[config.mk]
export PLATFORM = sky130hd
export DESIGN_NAME = diag_request_responder_unit
export DESIGN_NICKNAME = d
export VERILOG_FILES = /design/src/rtl/drr_pkg.sv /design/src/rtl/drr_front.sv /design/src/rtl/drr_fifo.sv /design/src/rtl/drr_back.sv /design/src/rtl/diag_request_responder_unit.sv
export VERILOG_INCLUDE_DIRS = /design/src /design/src/rtl
export SDC_FILE = /design/constraint.sdc
export NUM_CORES = 1
export LEC_CHECK = 0
export BUFFER_PORTS_ARGS = -buffer_cell sky130_fd_sc_hd__buf_2
export CORE_MARGIN = 2
export CORE_UTILIZATION = 49
export CTS_BUF_LIST = sky130_fd_sc_hd__clkbuf_4 sky130_fd_sc_hd__clkbuf_8 sky130_fd_sc_hd__clkbuf_16
export DETAILED_ROUTE_END_ITERATION = 16
export PLACE_DENSITY = 0.72
export SLEW_MARGIN = 5
export SYNTH_ARGS = -nofsm -noshare
export SYNTH_HDL_FRONTEND = slang
export SYNTH_SLANG_ARGS = --single-unit
[constraint.sdc]
create_clock -name clk_i -period 4.3 [get_ports clk_i]
set_input_delay 0.43 -clock clk_i [delete_from_list [all_inputs] [get_ports clk_i]]
set_output_delay 0.43 -clock clk_i [all_outputs]
set_load 0.005 [all_outputs]
[src/rtl/diag_request_responder_unit_assert.svh]
// Assertion macros for the responder top level.
`ifndef DIAG_REQUEST_RESPONDER_UNIT_ASSERT_SVH
`define DIAG_REQUEST_RESPONDER_UNIT_ASSERT_SVH

// Same-cycle implication, checked on every rising edge outside reset.
`define DRR_ASSERT_IMPL(label, clk, rst_n, ante, cons, msg) \
  label: assert property (@(posedge clk) disable iff (!rst_n) (ante) |-> (cons)) \
    else $error(msg);

// Next-cycle implication, checked on every rising edge outside reset.
`define DRR_ASSERT_NEXT(label, clk, rst_n, ante, cons, msg) \
  label: assert property (@(posedge clk) disable iff (!rst_n) (ante) |=> (cons)) \
    else $error(msg);

`endif

[src/rtl/drr_pkg.sv]
package drr_pkg;

  // Service identifiers and response codes
  localparam logic [7:0] SID_SESSION  = 8'h10;
  localparam logic [7:0] SID_READ     = 8'h22;
  localparam logic [7:0] SID_NEGATIVE = 8'h7F;
  localparam logic [7:0] RSP_SESSION  = 8'h50;
  localparam logic [7:0] RSP_READ     = 8'h62;

  // Negative response codes
  localparam logic [7:0] NRC_GENERAL_REJECT  = 8'h10;
  localparam logic [7:0] NRC_SERVICE_NOT_SUP = 8'h11;
  localparam logic [7:0] NRC_SUBFUNC_NOT_SUP = 8'h12;
  localparam logic [7:0] NRC_BAD_LENGTH      = 8'h13;
  localparam logic [7:0] NRC_RESP_TOO_LONG   = 8'h14;
  localparam logic [7:0] NRC_OUT_OF_RANGE    = 8'h31;

  // Sessions
  localparam logic [6:0] SESS_DEFAULT  = 7'd1;
  localparam logic [6:0] SESS_EXTENDED = 7'd3;

  // Lengths
  localparam logic [15:0] LEN_SESSION_REQ = 16'd2;
  localparam logic [15:0] LEN_READ_REQ    = 16'd3;
  localparam logic [15:0] LEN_NEG_RSP     = 16'd3;
  localparam logic [15:0] LEN_SESSION_RSP = 16'd6;
  localparam logic [15:0] LEN_READ_HDR    = 16'd3;

  // Register reset values
  localparam logic [15:0] P2_RESET      = 16'd50;
  localparam logic [15:0] P2_STAR_RESET = 16'd500;

  localparam int RESP_MAX   = 6;
  localparam int CNT_W      = $clog2(RESP_MAX + 1);
  localparam int FIFO_DEPTH = 2;
  localparam int FIFO_AW    = $clog2(FIFO_DEPTH);

  localparam logic [CNT_W-1:0] CNT_ONE  = CNT_W'(1);
  localparam logic [CNT_W-1:0] CNT_NEG  = CNT_W'(3);
  localparam logic [CNT_W-1:0] CNT_READ = CNT_W'(3);
  localparam logic [CNT_W-1:0] CNT_SESS = CNT_W'(6);

  typedef enum logic [1:0] {
    CFG_PROVIDER_EN = 2'd0,
    CFG_P2_SERVER   = 2'd1,
    CFG_P2_STAR     = 2'd2
  } cfg_idx_e;

  typedef enum logic [1:0] {
    RES_OK        = 2'd0,
    RES_NO_RESP   = 2'd1,
    RES_TOO_SMALL = 2'd2
  } res_code_e;

  typedef enum logic [1:0] {
    PST_OK        = 2'd0,
    PST_NOT_FOUND = 2'd1,
    PST_TOO_LONG  = 2'd2,
    PST_FAILURE   = 2'd3
  } prov_status_e;

  typedef struct packed {
    logic [7:0]  request_sid;
    logic [7:0]  request_byte1;
    logic [7:0]  request_byte2;
    logic [15:0] request_length;
    logic [15:0] resp_room;
    logic [1:0]  provider_status;
    logic [15:0] provider_length;
  } in_item_t;

  typedef struct packed {
    logic [7:0]  resp_byte;
    logic        byte_valid;
    logic        resp_last;
    logic [1:0]  result_code;
    logic [15:0] response_length;
    logic [6:0]  active_session;
  } out_item_t;

  // Classified request, handed from front to back through the queue
  typedef struct packed {
    logic [RESP_MAX-1:0][7:0] resp_bytes;
    logic [CNT_W-1:0]         count;
    logic                     byte_valid;
    res_code_e                code;
    logic [15:0]              len;
    logic [6:0]               session;
  } desc_t;

  typedef struct packed {
    logic full;
    logic empty;
  } fifo_stat_t;

endpackage

[src/rtl/drr_front.sv]
module drr_front (
  input  logic             clk_i,
  input  logic             rst_ni,
  input  logic             in_valid_i,
  output logic             in_ready_o,
  input  drr_pkg::in_item_t in_item_i,
  input  logic             cfg_we_i,
  input  logic [1:0]       cfg_idx_i,
  input  logic [15:0]      cfg_data_i,
  input  drr_pkg::fifo_stat_t fifo_stat_i,
  output logic             push_o,
  output drr_pkg::desc_t   desc_o
);
  import drr_pkg::*;

  logic        prov_en_q;
  logic [15:0] p2_q;
  logic [15:0] p2_star_q;
  logic [6:0]  session_q, session_d;
  logic [6:0]  sub;
  logic        sess_ok;

  function automatic desc_t f_status(res_code_e code, logic [6:0] sess);
    desc_t d;
    d            = '0;
    d.count      = CNT_ONE;
    d.byte_valid = 1'b0;
    d.code       = code;
    d.len        = '0;
    d.session    = sess;
    return d;
  endfunction

  function automatic desc_t f_neg(logic [7:0] sid, logic [7:0] nrc, logic [15:0] cap,
                                  logic [6:0] sess);
    desc_t d;
    if (cap < LEN_NEG_RSP) begin
      d = f_status(RES_TOO_SMALL, sess);
    end else begin
      d               = '0;
      d.resp_bytes[0] = SID_NEGATIVE;
      d.resp_bytes[1] = sid;
      d.resp_bytes[2] = nrc;
      d.count         = CNT_NEG;
      d.byte_valid    = 1'b1;
      d.code          = RES_OK;
      d.len           = LEN_NEG_RSP;
      d.session       = sess;
    end
    return d;
  endfunction

  assign in_ready_o = !fifo_stat_i.full;
  assign push_o     = in_valid_i && !fifo_stat_i.full;

  assign sub     = in_item_i.request_byte1[6:0];
  assign sess_ok = (sub == SESS_DEFAULT) || (sub == SESS_EXTENDED);

  // Session switches only on a well-formed session request
  always_comb begin
    session_d = session_q;
    if (in_item_i.request_length != '0 && in_item_i.request_sid == SID_SESSION &&
        in_item_i.request_length == LEN_SESSION_REQ && sess_ok) begin
      session_d = sub;
    end
  end

  always_comb begin
    desc_o = f_status(RES_NO_RESP, session_d);
    priority if (in_item_i.request_length == '0) begin
      desc_o = f_status(RES_NO_RESP, session_d);
    end else if (in_item_i.request_sid == SID_SESSION) begin
      priority if (in_item_i.request_length != LEN_SESSION_REQ) begin
        desc_o = f_neg(SID_SESSION, NRC_BAD_LENGTH, in_item_i.resp_room, session_d);
      end else if (!sess_ok) begin
        desc_o = f_neg(SID_SESSION, NRC_SUBFUNC_NOT_SUP, in_item_i.resp_room,
                       session_d);
      end else if (in_item_i.request_byte1[7]) begin
        desc_o = f_status(RES_NO_RESP, session_d);
      end else if (in_item_i.resp_room < LEN_SESSION_RSP) begin
        desc_o = f_status(RES_TOO_SMALL, session_d);
      end else begin
        desc_o.resp_bytes[0] = RSP_SESSION;
        desc_o.resp_bytes[1] = {1'b0, sub};
        desc_o.resp_bytes[2] = p2_q[15:8];
        desc_o.resp_bytes[3] = p2_q[7:0];
        desc_o.resp_bytes[4] = p2_star_q[15:8];
        desc_o.resp_bytes[5] = p2_star_q[7:0];
        desc_o.count         = CNT_SESS;
        desc_o.byte_valid    = 1'b1;
        desc_o.code          = RES_OK;
        desc_o.len           = LEN_SESSION_RSP;
      end
    end else if (in_item_i.request_sid == SID_READ) begin
      priority if (in_item_i.resp_room < LEN_NEG_RSP) begin
        desc_o = f_status(RES_TOO_SMALL, session_d);
      end else if (in_item_i.request_length != LEN_READ_REQ) begin
        desc_o = f_neg(SID_READ, NRC_BAD_LENGTH, in_item_i.resp_room, session_d);
      end else if (!prov_en_q) begin
        desc_o = f_neg(SID_READ, NRC_SERVICE_NOT_SUP, in_item_i.resp_room,
                       session_d);
      end else begin
        unique case (prov_status_e'(in_item_i.provider_status))
          PST_OK: begin
            desc_o               = '0;
            desc_o.resp_bytes[0] = RSP_READ;
            desc_o.resp_bytes[1] = in_item_i.request_byte1;
            desc_o.resp_bytes[2] = in_item_i.request_byte2;
            desc_o.count         = CNT_READ;
            desc_o.byte_valid    = 1'b1;
            desc_o.code          = RES_OK;
            desc_o.len           = LEN_READ_HDR + in_item_i.provider_length;
            desc_o.session       = session_d;
          end
          PST_NOT_FOUND: desc_o = f_neg(SID_READ, NRC_OUT_OF_RANGE,
                                        in_item_i.resp_room, session_d);
          PST_TOO_LONG:  desc_o = f_neg(SID_READ, NRC_RESP_TOO_LONG,
                                        in_item_i.resp_room, session_d);
          default:       desc_o = f_neg(SID_READ, NRC_GENERAL_REJECT,
                                        in_item_i.resp_room, session_d);
        endcase
      end
    end else begin
      desc_o = f_neg(in_item_i.request_sid, NRC_SERVICE_NOT_SUP,
                     in_item_i.resp_room, session_d);
    end
  end

  always_ff @(posedge clk_i or negedge rst_ni) begin
    if (!rst_ni) begin
      prov_en_q <= 1'b0;
      p2_q      <= P2_RESET;
      p2_star_q <= P2_STAR_RESET;
      session_q <= SESS_DEFAULT;
    end else begin
      if (push_o) begin
        session_q <= session_d;
      end
      if (cfg_we_i) begin
        unique case (cfg_idx_i)
          CFG_PROVIDER_EN: prov_en_q <= cfg_data_i[0];
          CFG_P2_SERVER:   p2_q      <= cfg_data_i;
          CFG_P2_STAR:     p2_star_q <= cfg_data_i;
          default: ;
        endcase
      end
    end
  end

endmodule

[src/rtl/drr_fifo.sv]
module drr_fifo (
  input  logic                clk_i,
  input  logic                rst_ni,
  input  logic                push_i,
  input  drr_pkg::desc_t      wdata_i,
  input  logic                pop_i,
  output drr_pkg::desc_t      rdata_o,
  output drr_pkg::fifo_stat_t stat_o
);
  import drr_pkg::*;

  desc_t              mem_q [FIFO_DEPTH];
  logic [FIFO_AW-1:0] wr_ptr_q, rd_ptr_q;
  logic [FIFO_AW:0]   cnt_q;
  logic               do_push, do_pop;

  assign stat_o.full  = (cnt_q == (FIFO_AW + 1)'(FIFO_DEPTH));
  assign stat_o.empty = (cnt_q == '0);
  assign do_push      = push_i && !stat_o.full;
  assign do_pop       = pop_i && !stat_o.empty;
  assign rdata_o      = mem_q[rd_ptr_q];

  always_ff @(posedge clk_i or negedge rst_ni) begin
    if (!rst_ni) begin
      wr_ptr_q <= '0;
      rd_ptr_q <= '0;
      cnt_q    <= '0;
    end else begin
      if (do_push) begin
        wr_ptr_q <= wr_ptr_q + 1'b1;
      end
      if (do_pop) begin
        rd_ptr_q <= rd_ptr_q + 1'b1;
      end
      unique case ({do_push, do_pop})
        2'b10:   cnt_q <= cnt_q + 1'b1;
        2'b01:   cnt_q <= cnt_q - 1'b1;
        default: cnt_q <= cnt_q;
      endcase
    end
  end

  always_ff @(posedge clk_i) begin
    if (do_push) begin
      mem_q[wr_ptr_q] <= wdata_i;
    end
  end

endmodule

[src/rtl/drr_back.sv]
module drr_back (
  input  logic                clk_i,
  input  logic                rst_ni,
  input  drr_pkg::desc_t      head_i,
  input  drr_pkg::fifo_stat_t fifo_stat_i,
  output logic                pop_o,
  output logic                out_valid_o,
  input  logic                out_ready_i,
  output drr_pkg::out_item_t  out_item_o
);
  import drr_pkg::*;

  logic [CNT_W-1:0] idx_q, idx_d;
  logic             out_valid_q, out_valid_d;
  out_item_t        out_q, out_d;
  logic             advance, load, is_last;

  // Free the output register when empty or when its item is taken
  assign advance = !out_valid_q || out_ready_i;
  assign load    = advance && !fifo_stat_i.empty;
  assign is_last = (idx_q == head_i.count - CNT_ONE);
  assign pop_o   = load && is_last;

  always_comb begin
    idx_d       = idx_q;
    out_valid_d = out_valid_q;
    out_d       = out_q;
    if (load) begin
      out_valid_d           = 1'b1;
      out_d.resp_byte       = head_i.resp_bytes[idx_q];
      out_d.byte_valid      = head_i.byte_valid;
      out_d.resp_last       = is_last;
      out_d.result_code     = head_i.code;
      out_d.response_length = head_i.len;
      out_d.active_session  = head_i.session;
      idx_d                 = is_last ? '0 : idx_q + CNT_ONE;
    end else if (advance) begin
      out_valid_d = 1'b0;
    end
  end

  always_ff @(posedge clk_i or negedge rst_ni) begin
    if (!rst_ni) begin
      idx_q       <= '0;
      out_valid_q <= 1'b0;
    end else begin
      idx_q       <= idx_d;
      out_valid_q <= out_valid_d;
    end
  end

  always_ff @(posedge clk_i) begin
    out_q <= out_d;
  end

  assign out_valid_o = out_valid_q;
  assign out_item_o  = out_q;

endmodule

[src/rtl/diag_request_responder_unit.sv]
// Diagnostic request responder (session control 0x10 and read by identifier
// 0x22). Each accepted request item yields one to six result items: either
// the response header bytes, one per item with resp_last on the final one,
// or a single status-only item (byte_valid low) for "no response" or
// "buffer too small". The front stage classifies a request in the cycle it
// is accepted, updates the active session and pushes a descriptor into a
// two-entry queue; it accepts one request per cycle while the queue has
// room. The back stage streams one result item per cycle from the queue
// head into an output register while the output is taken; a request takes
// one output transfer per result item (1, 3 or 6), and the serial output
// port sets the sustained rate. The first result item is registered in the
// queue entry, then in the output register. Configuration writes
// (provider enable, P2, P2*) take effect at once and must be made while
// no request is in flight; an index beyond the register list is ignored.
`include "diag_request_responder_unit_assert.svh"

module diag_request_responder_unit (
  input  logic                clk_i,
  input  logic                rst_ni,
  input  logic                in_valid_i,
  output logic                in_ready_o,
  input  drr_pkg::in_item_t   in_item_i,
  output logic                out_valid_o,
  input  logic                out_ready_i,
  output drr_pkg::out_item_t  out_item_o,
  input  logic                cfg_we_i,
  input  logic [1:0]          cfg_idx_i,
  input  logic [15:0]         cfg_data_i
);
  import drr_pkg::*;

  // Handoff between front and back
  desc_t      push_desc;
  desc_t      head_desc;
  logic       push;
  logic       pop;
  fifo_stat_t fifo_stat;

  // Accept and classify requests, hold session and registers
  drr_front u_front (
    .clk_i       (clk_i),
    .rst_ni      (rst_ni),
    .in_valid_i  (in_valid_i),
    .in_ready_o  (in_ready_o),
    .in_item_i   (in_item_i),
    .cfg_we_i    (cfg_we_i),
    .cfg_idx_i   (cfg_idx_i),
    .cfg_data_i  (cfg_data_i),
    .fifo_stat_i (fifo_stat),
    .push_o      (push),
    .desc_o      (push_desc)
  );

  // Decouple classification from byte streaming
  drr_fifo u_fifo (
    .clk_i   (clk_i),
    .rst_ni  (rst_ni),
    .push_i  (push),
    .wdata_i (push_desc),
    .pop_i   (pop),
    .rdata_o (head_desc),
    .stat_o  (fifo_stat)
  );

  // Stream result items, one per cycle while the output is taken
  drr_back u_back (
    .clk_i       (clk_i),
    .rst_ni      (rst_ni),
    .head_i      (head_desc),
    .fifo_stat_i (fifo_stat),
    .pop_o       (pop),
    .out_valid_o (out_valid_o),
    .out_ready_i (out_ready_i),
    .out_item_o  (out_item_o)
  );

  // Status-only items close their request and carry no length
  `DRR_ASSERT_IMPL(a_status_only_last, clk_i, rst_ni,
    out_valid_o && !out_item_o.byte_valid,
    out_item_o.resp_last && out_item_o.response_length == '0,
    "status-only item not last or with length")

  // Byte items always report success
  `DRR_ASSERT_IMPL(a_bytes_ok, clk_i, rst_ni,
    out_valid_o && out_item_o.byte_valid,
    out_item_o.result_code == RES_OK,
    "byte item with error code")

  // Session is only ever default or extended
  `DRR_ASSERT_IMPL(a_session_legal, clk_i, rst_ni,
    out_valid_o,
    out_item_o.active_session == SESS_DEFAULT ||
    out_item_o.active_session == SESS_EXTENDED,
    "illegal session on output")

  // Queue head is taken as its last item is loaded into the output register
  `DRR_ASSERT_NEXT(a_pop_emits_last, clk_i, rst_ni,
    pop,
    out_valid_o && out_item_o.resp_last,
    "queue popped without a last item")

endmodule
==> impl_results.rst <==
.. list-table::
   :header-rows: 1

   * - Metric
     - Value
   * - Number of post-CTS setup repair buffers
     - 0
   * - Global routing usage summed across all routing layers
     - 20.5%
   * - Startpoint Class
     - flip-flop
   * - Setup repair after global routing missed its margin
     - false
   * - Post-Syn Instances
     - 616
   * - Yosys top cell by area
     - sky130_fd_sc_hd__edfxtp_1
   * - Critical path endpoint category
     - flip-flop
   * - Drt wl/cell
     - 19.6 um
   * - Hold violation total from the final report
     - 0
   * - Actual slew at the worst max-slew pin
     - 1120 ps
   * - Achievable Freq
     - 352 MHz
   * - Number of enable flip-flop cells after synthesis
     - 177
   * - DRC viols
     - 0
   * - Worst-case clock buffer depth
     - 3
   * - Number of buffer and inverter stages on the critical path
     - 1
   * - Port Buffer Count
     - 133
   * - Floorplan die height
     - 143 um
   * - Biggest cell delay along the critical path
     - 690 ps
   * - Final hold slack
     - 141 ps
   * - Die area
     - 20,500 sq um
   * - Setup-failing EPs final
     - 0
   * - Share of total power in sequential cells
     - 46.9%
   * - Number of buffers created by CTS
     - 24
   * - Cell Rows
     - 50
   * - Gpl congestion
     - 0.883
   * - Yosys Warn Count
     - 0
   * - Hold-fix buffers, CTS
     - 0
   * - Number of placed instances with taps included
     - 993
   * - Area of the placeable core
     - 18,900 sq um
   * - Number of clock sinks
     - 225
   * - Worst reg2reg path endpoint
     - u_fifo.cnt_q[1]
   * - CTS tree
     - yes
   * - Number of cells in the finished layout apart from fillers
     - 1,037
   * - Starting DRT DRC Count
     - 272
   * - Share of final-layout standard cells stronger than drive strength 1
     - 37.8%
   * - Number of synthesized register bits
     - 225
   * - Number of antenna diodes
     - 0
   * - Kind of critical path
     - reg2reg
   * - Arr. time, crit path
     - 3260 ps
   * - Synthesized area per cell
     - 15.4 sq um
   * - Synth top cells by count
     - 177 x sky130_fd_sc_hd__edfxtp_1, 65 x sky130_fd_sc_hd__mux2_2, 47 x sky130_fd_sc_hd__nor2_1
   * - Via count of the first global-routing pass
     - 5,924
   * - Filler instances
     - 1,476
   * - Final global-route overflow total
     - 0
   * - Critical path's slowest cell
     - sky130_fd_sc_hd__dfrtp_2
   * - Share of total power in the clock network
     - 32.0%
   * - Post-Route WL
     - 20,400 um
   * - Share of synthesized area occupied by flip-flops and latches
     - 68.7%
   * - Async set-or-reset flop fraction in the synthesized netlist
     - 21.3%
   * - Cell internal power dissipation
     - 5.19 mW
   * - Total design power
     - 7.08 mW
   * - Reg2Reg Depth
     - 10
   * - DIE WIDTH
     - 143 um
   * - Status
     - finished clean
   * - Vias post-DR
     - 5,707
   * - Most used flip-flop cell after synthesis
     - sky130_fd_sc_hd__edfxtp_1
   * - CTS clk-pin slew, worst paths
     - 60 ps
   * - Worst rel slew slack
     - 25.7%
   * - Largest cells by area after synthesis
     - sky130_fd_sc_hd__edfxtp_1 56%, sky130_fd_sc_hd__dfrtp_1 10%, sky130_fd_sc_hd__mux2_2 7.7%
   * - Most frequent cell after synthesis
     - sky130_fd_sc_hd__edfxtp_1
   * - Largest net degree at the start of global routing
     - 72
   * - MaxCap Viol Count
     - 0
   * - Drt first pass iters
     - 4
   * - I/O pin count
     - 134
   * - Worst EP required
     - 4720 ps
   * - Tcrit/Tclk final
     - 66.0%
   * - Power Density
     - 624 nW/um^2
   * - Layout Skew
     - 21.1 ps
   * - Top cell type's share of synthesized area
     - 55.9%
   * - Maximum fanout along the worst path
     - 21
   * - Insertion delay to the later sink of the worst-skew pair
     - 510 ps
   * - Combined area of all synthesized cells
     - 9510 sq um
   * - Maximum VDD drop
     - 0.372 mV
   * - Worst hold-check path type
     - in2async
   * - Routed Antenna Nets
     - 0
   * - Max Transition Viols Final
     - 0
   * - Starting utilization of the core area
     - 50.3%
   * - Antenna violations before repair
     - 0
   * - Cell class contributing the biggest share of worst-path delay
     - flip-flops
   * - Utilization after layout
     - 60.1%
   * - Number of distinct library cells after synthesis
     - 57
   * - Cell breakdown of the critical path
     - mux2i_1 -> ha_1 -> xor2_1 -> xnor2_1 -> nor3_1 -> buf_4 -> and2_1 -> ha_1 -> nor2_1 -> xor2_1
   * - Sum of net half-perimeters after detailed placement
     - 14,000 um
   * - Nets
     - 863
   * - Final critical delay including setup and external delays
     - 2840 ps
   * - Area added between synthesis and finish
     - 19.3%
   * - Switching share of total power
     - 26.8%
   * - RR Startpoint
     - u_fifo.rd_ptr_q
   * - Final setup TNS
     - 0 ps
   * - Clk Tree Root Cell
     - sky130_fd_sc_hd__clkbuf_16
   * - Leak pwr
     - 4.33 nW
   * - Register-to-register setup slack
     - 1460 ps
   * - H-tree levels
     - 1
   * - Vias per std cell
     - 5.50
   * - Combinational share of power
     - 21.1%
   * - Wire length of the first global-routing pass
     - 32,100 um
   * - Count of instances resized after the clock tree is built
     - 0
   * - Sw Pwr
     - 1.90 mW
   * - Net count after synthesis
     - 720
## per-layer routing
layer,up-vias,GRT usage (%),share of wire [%],routed length [um]
met4,0,6.55,2.9,596
met2,176,33.8,50,10100
met1,2862,28.2,42,8610
li1,2628,-,-,-
met3,41,3.10,5.2,1060
met5,-,0,0,0
## stage by stage
step	setup slack, ps	cell area, sq um
final	1460	11300
after global routing	1190	11300
after CTS	1460	11300
after detailed placement	1210	10500
after global placement	1340	10500
after floorplan	140	9510
## worst max-delay path by stage
stage | start | end | slack [ps] | cells after the start
finish | u_fifo.rd_ptr_q | u_fifo.cnt_q[1] | 1460 | 10
global placement | in_item_i[69] | u_front.session_q[1] | 1340 | 6
CTS | u_fifo.rd_ptr_q | u_fifo.cnt_q[1] | 1460 | 10
detailed placement | in_item_i[69] | u_fifo.mem_q[1][61] | 1210 | 6
floorplan | u_fifo.cnt_q[0] | u_fifo.mem_q[0][0] | 140 | 3
global route | u_fifo.rd_ptr_q | u_fifo.cnt_q[1] | 1190 | 10
## state kept, by name, indices dropped and copies added, names as in the netlist
signal / cells
u_front.p2_q: 16
u_fifo.wr_ptr_q: 1
u_front.prov_en_q: 1
u_back.idx_q: 3
u_fifo.rd_ptr_q: 1
u_front.p2_star_q: 16
u_fifo.cnt_q: 2
u_front.session_q: 7
u_back.out_item_o: 35
u_back.out_valid_o: 1
u_fifo.mem_q: 142
## kinds of logic (layout without fill, tap and decap cells)
kind of cell / Yosys count / in the layout / synth area share (%)
buffers and inverters: 33 / 194 / 1.50
AOI/OAI and AO/OA: 58 / 58 / 3.84
and+or+nand+nor: 181 / 181 / 10.5
muxes: 90 / 90 / 12.6
adders and majority gates: 7 / 7 / 0.921
DFF: 225 / 225 / 68.7
xor gates and xnor gates: 22 / 22 / 2.03
## layout make-up
cell class	count	area [sq um]	area share [%]
Clock buffer	34	712	6.27
Clock inverter	10	178	1.57
Inverter	10	37.5	0.331
Multi-Input combinational cell	358	2850	25.1
Sequential cell	225	6530	57.5
Tap cell	260	325	2.87
Timing Repair Buffer	140	718	6.33
## power groups by stage
| stage | Clock [mW] | Combinational [mW] | Sequential [mW] |
|---|---|---|---|
| 4_1_cts | 2.30 | 1.53 | 3.33 |
| 2_1_floorplan | 0 | 1.03 | 3.24 |
| 3_5_place_dp | 0 | 1.52 | 3.37 |
| 6_report | 2.26 | 1.50 | 3.32 |
| 3_3_place_gp | 0 | 1.49 | 3.33 |
| 5_1_grt | 2.39 | 1.65 | 3.38 |
## cells in the final DEF, fill, tap and decap left out, types with 10 or more instances in the layout
cell / synthesis / routed
sky130_fd_sc_hd__a21oi_1: 29 / 29
sky130_fd_sc_hd__and2_1: 30 / 30
sky130_fd_sc_hd__buf_2: 9 / 133
sky130_fd_sc_hd__clkbuf_16: 0 / 25
sky130_fd_sc_hd__dfrtp_1: 38 / 37
sky130_fd_sc_hd__dfstp_2: 10 / 10
sky130_fd_sc_hd__edfxtp_1: 177 / 177
sky130_fd_sc_hd__mux2_2: 65 / 65
sky130_fd_sc_hd__mux4_2: 17 / 17
sky130_fd_sc_hd__nand2_1: 31 / 31
sky130_fd_sc_hd__nand3_1: 10 / 10
sky130_fd_sc_hd__nor2_1: 47 / 46
sky130_fd_sc_hd__xor2_1: 14 / 14
No activity file was read; power rests on OpenSTA's default activity.
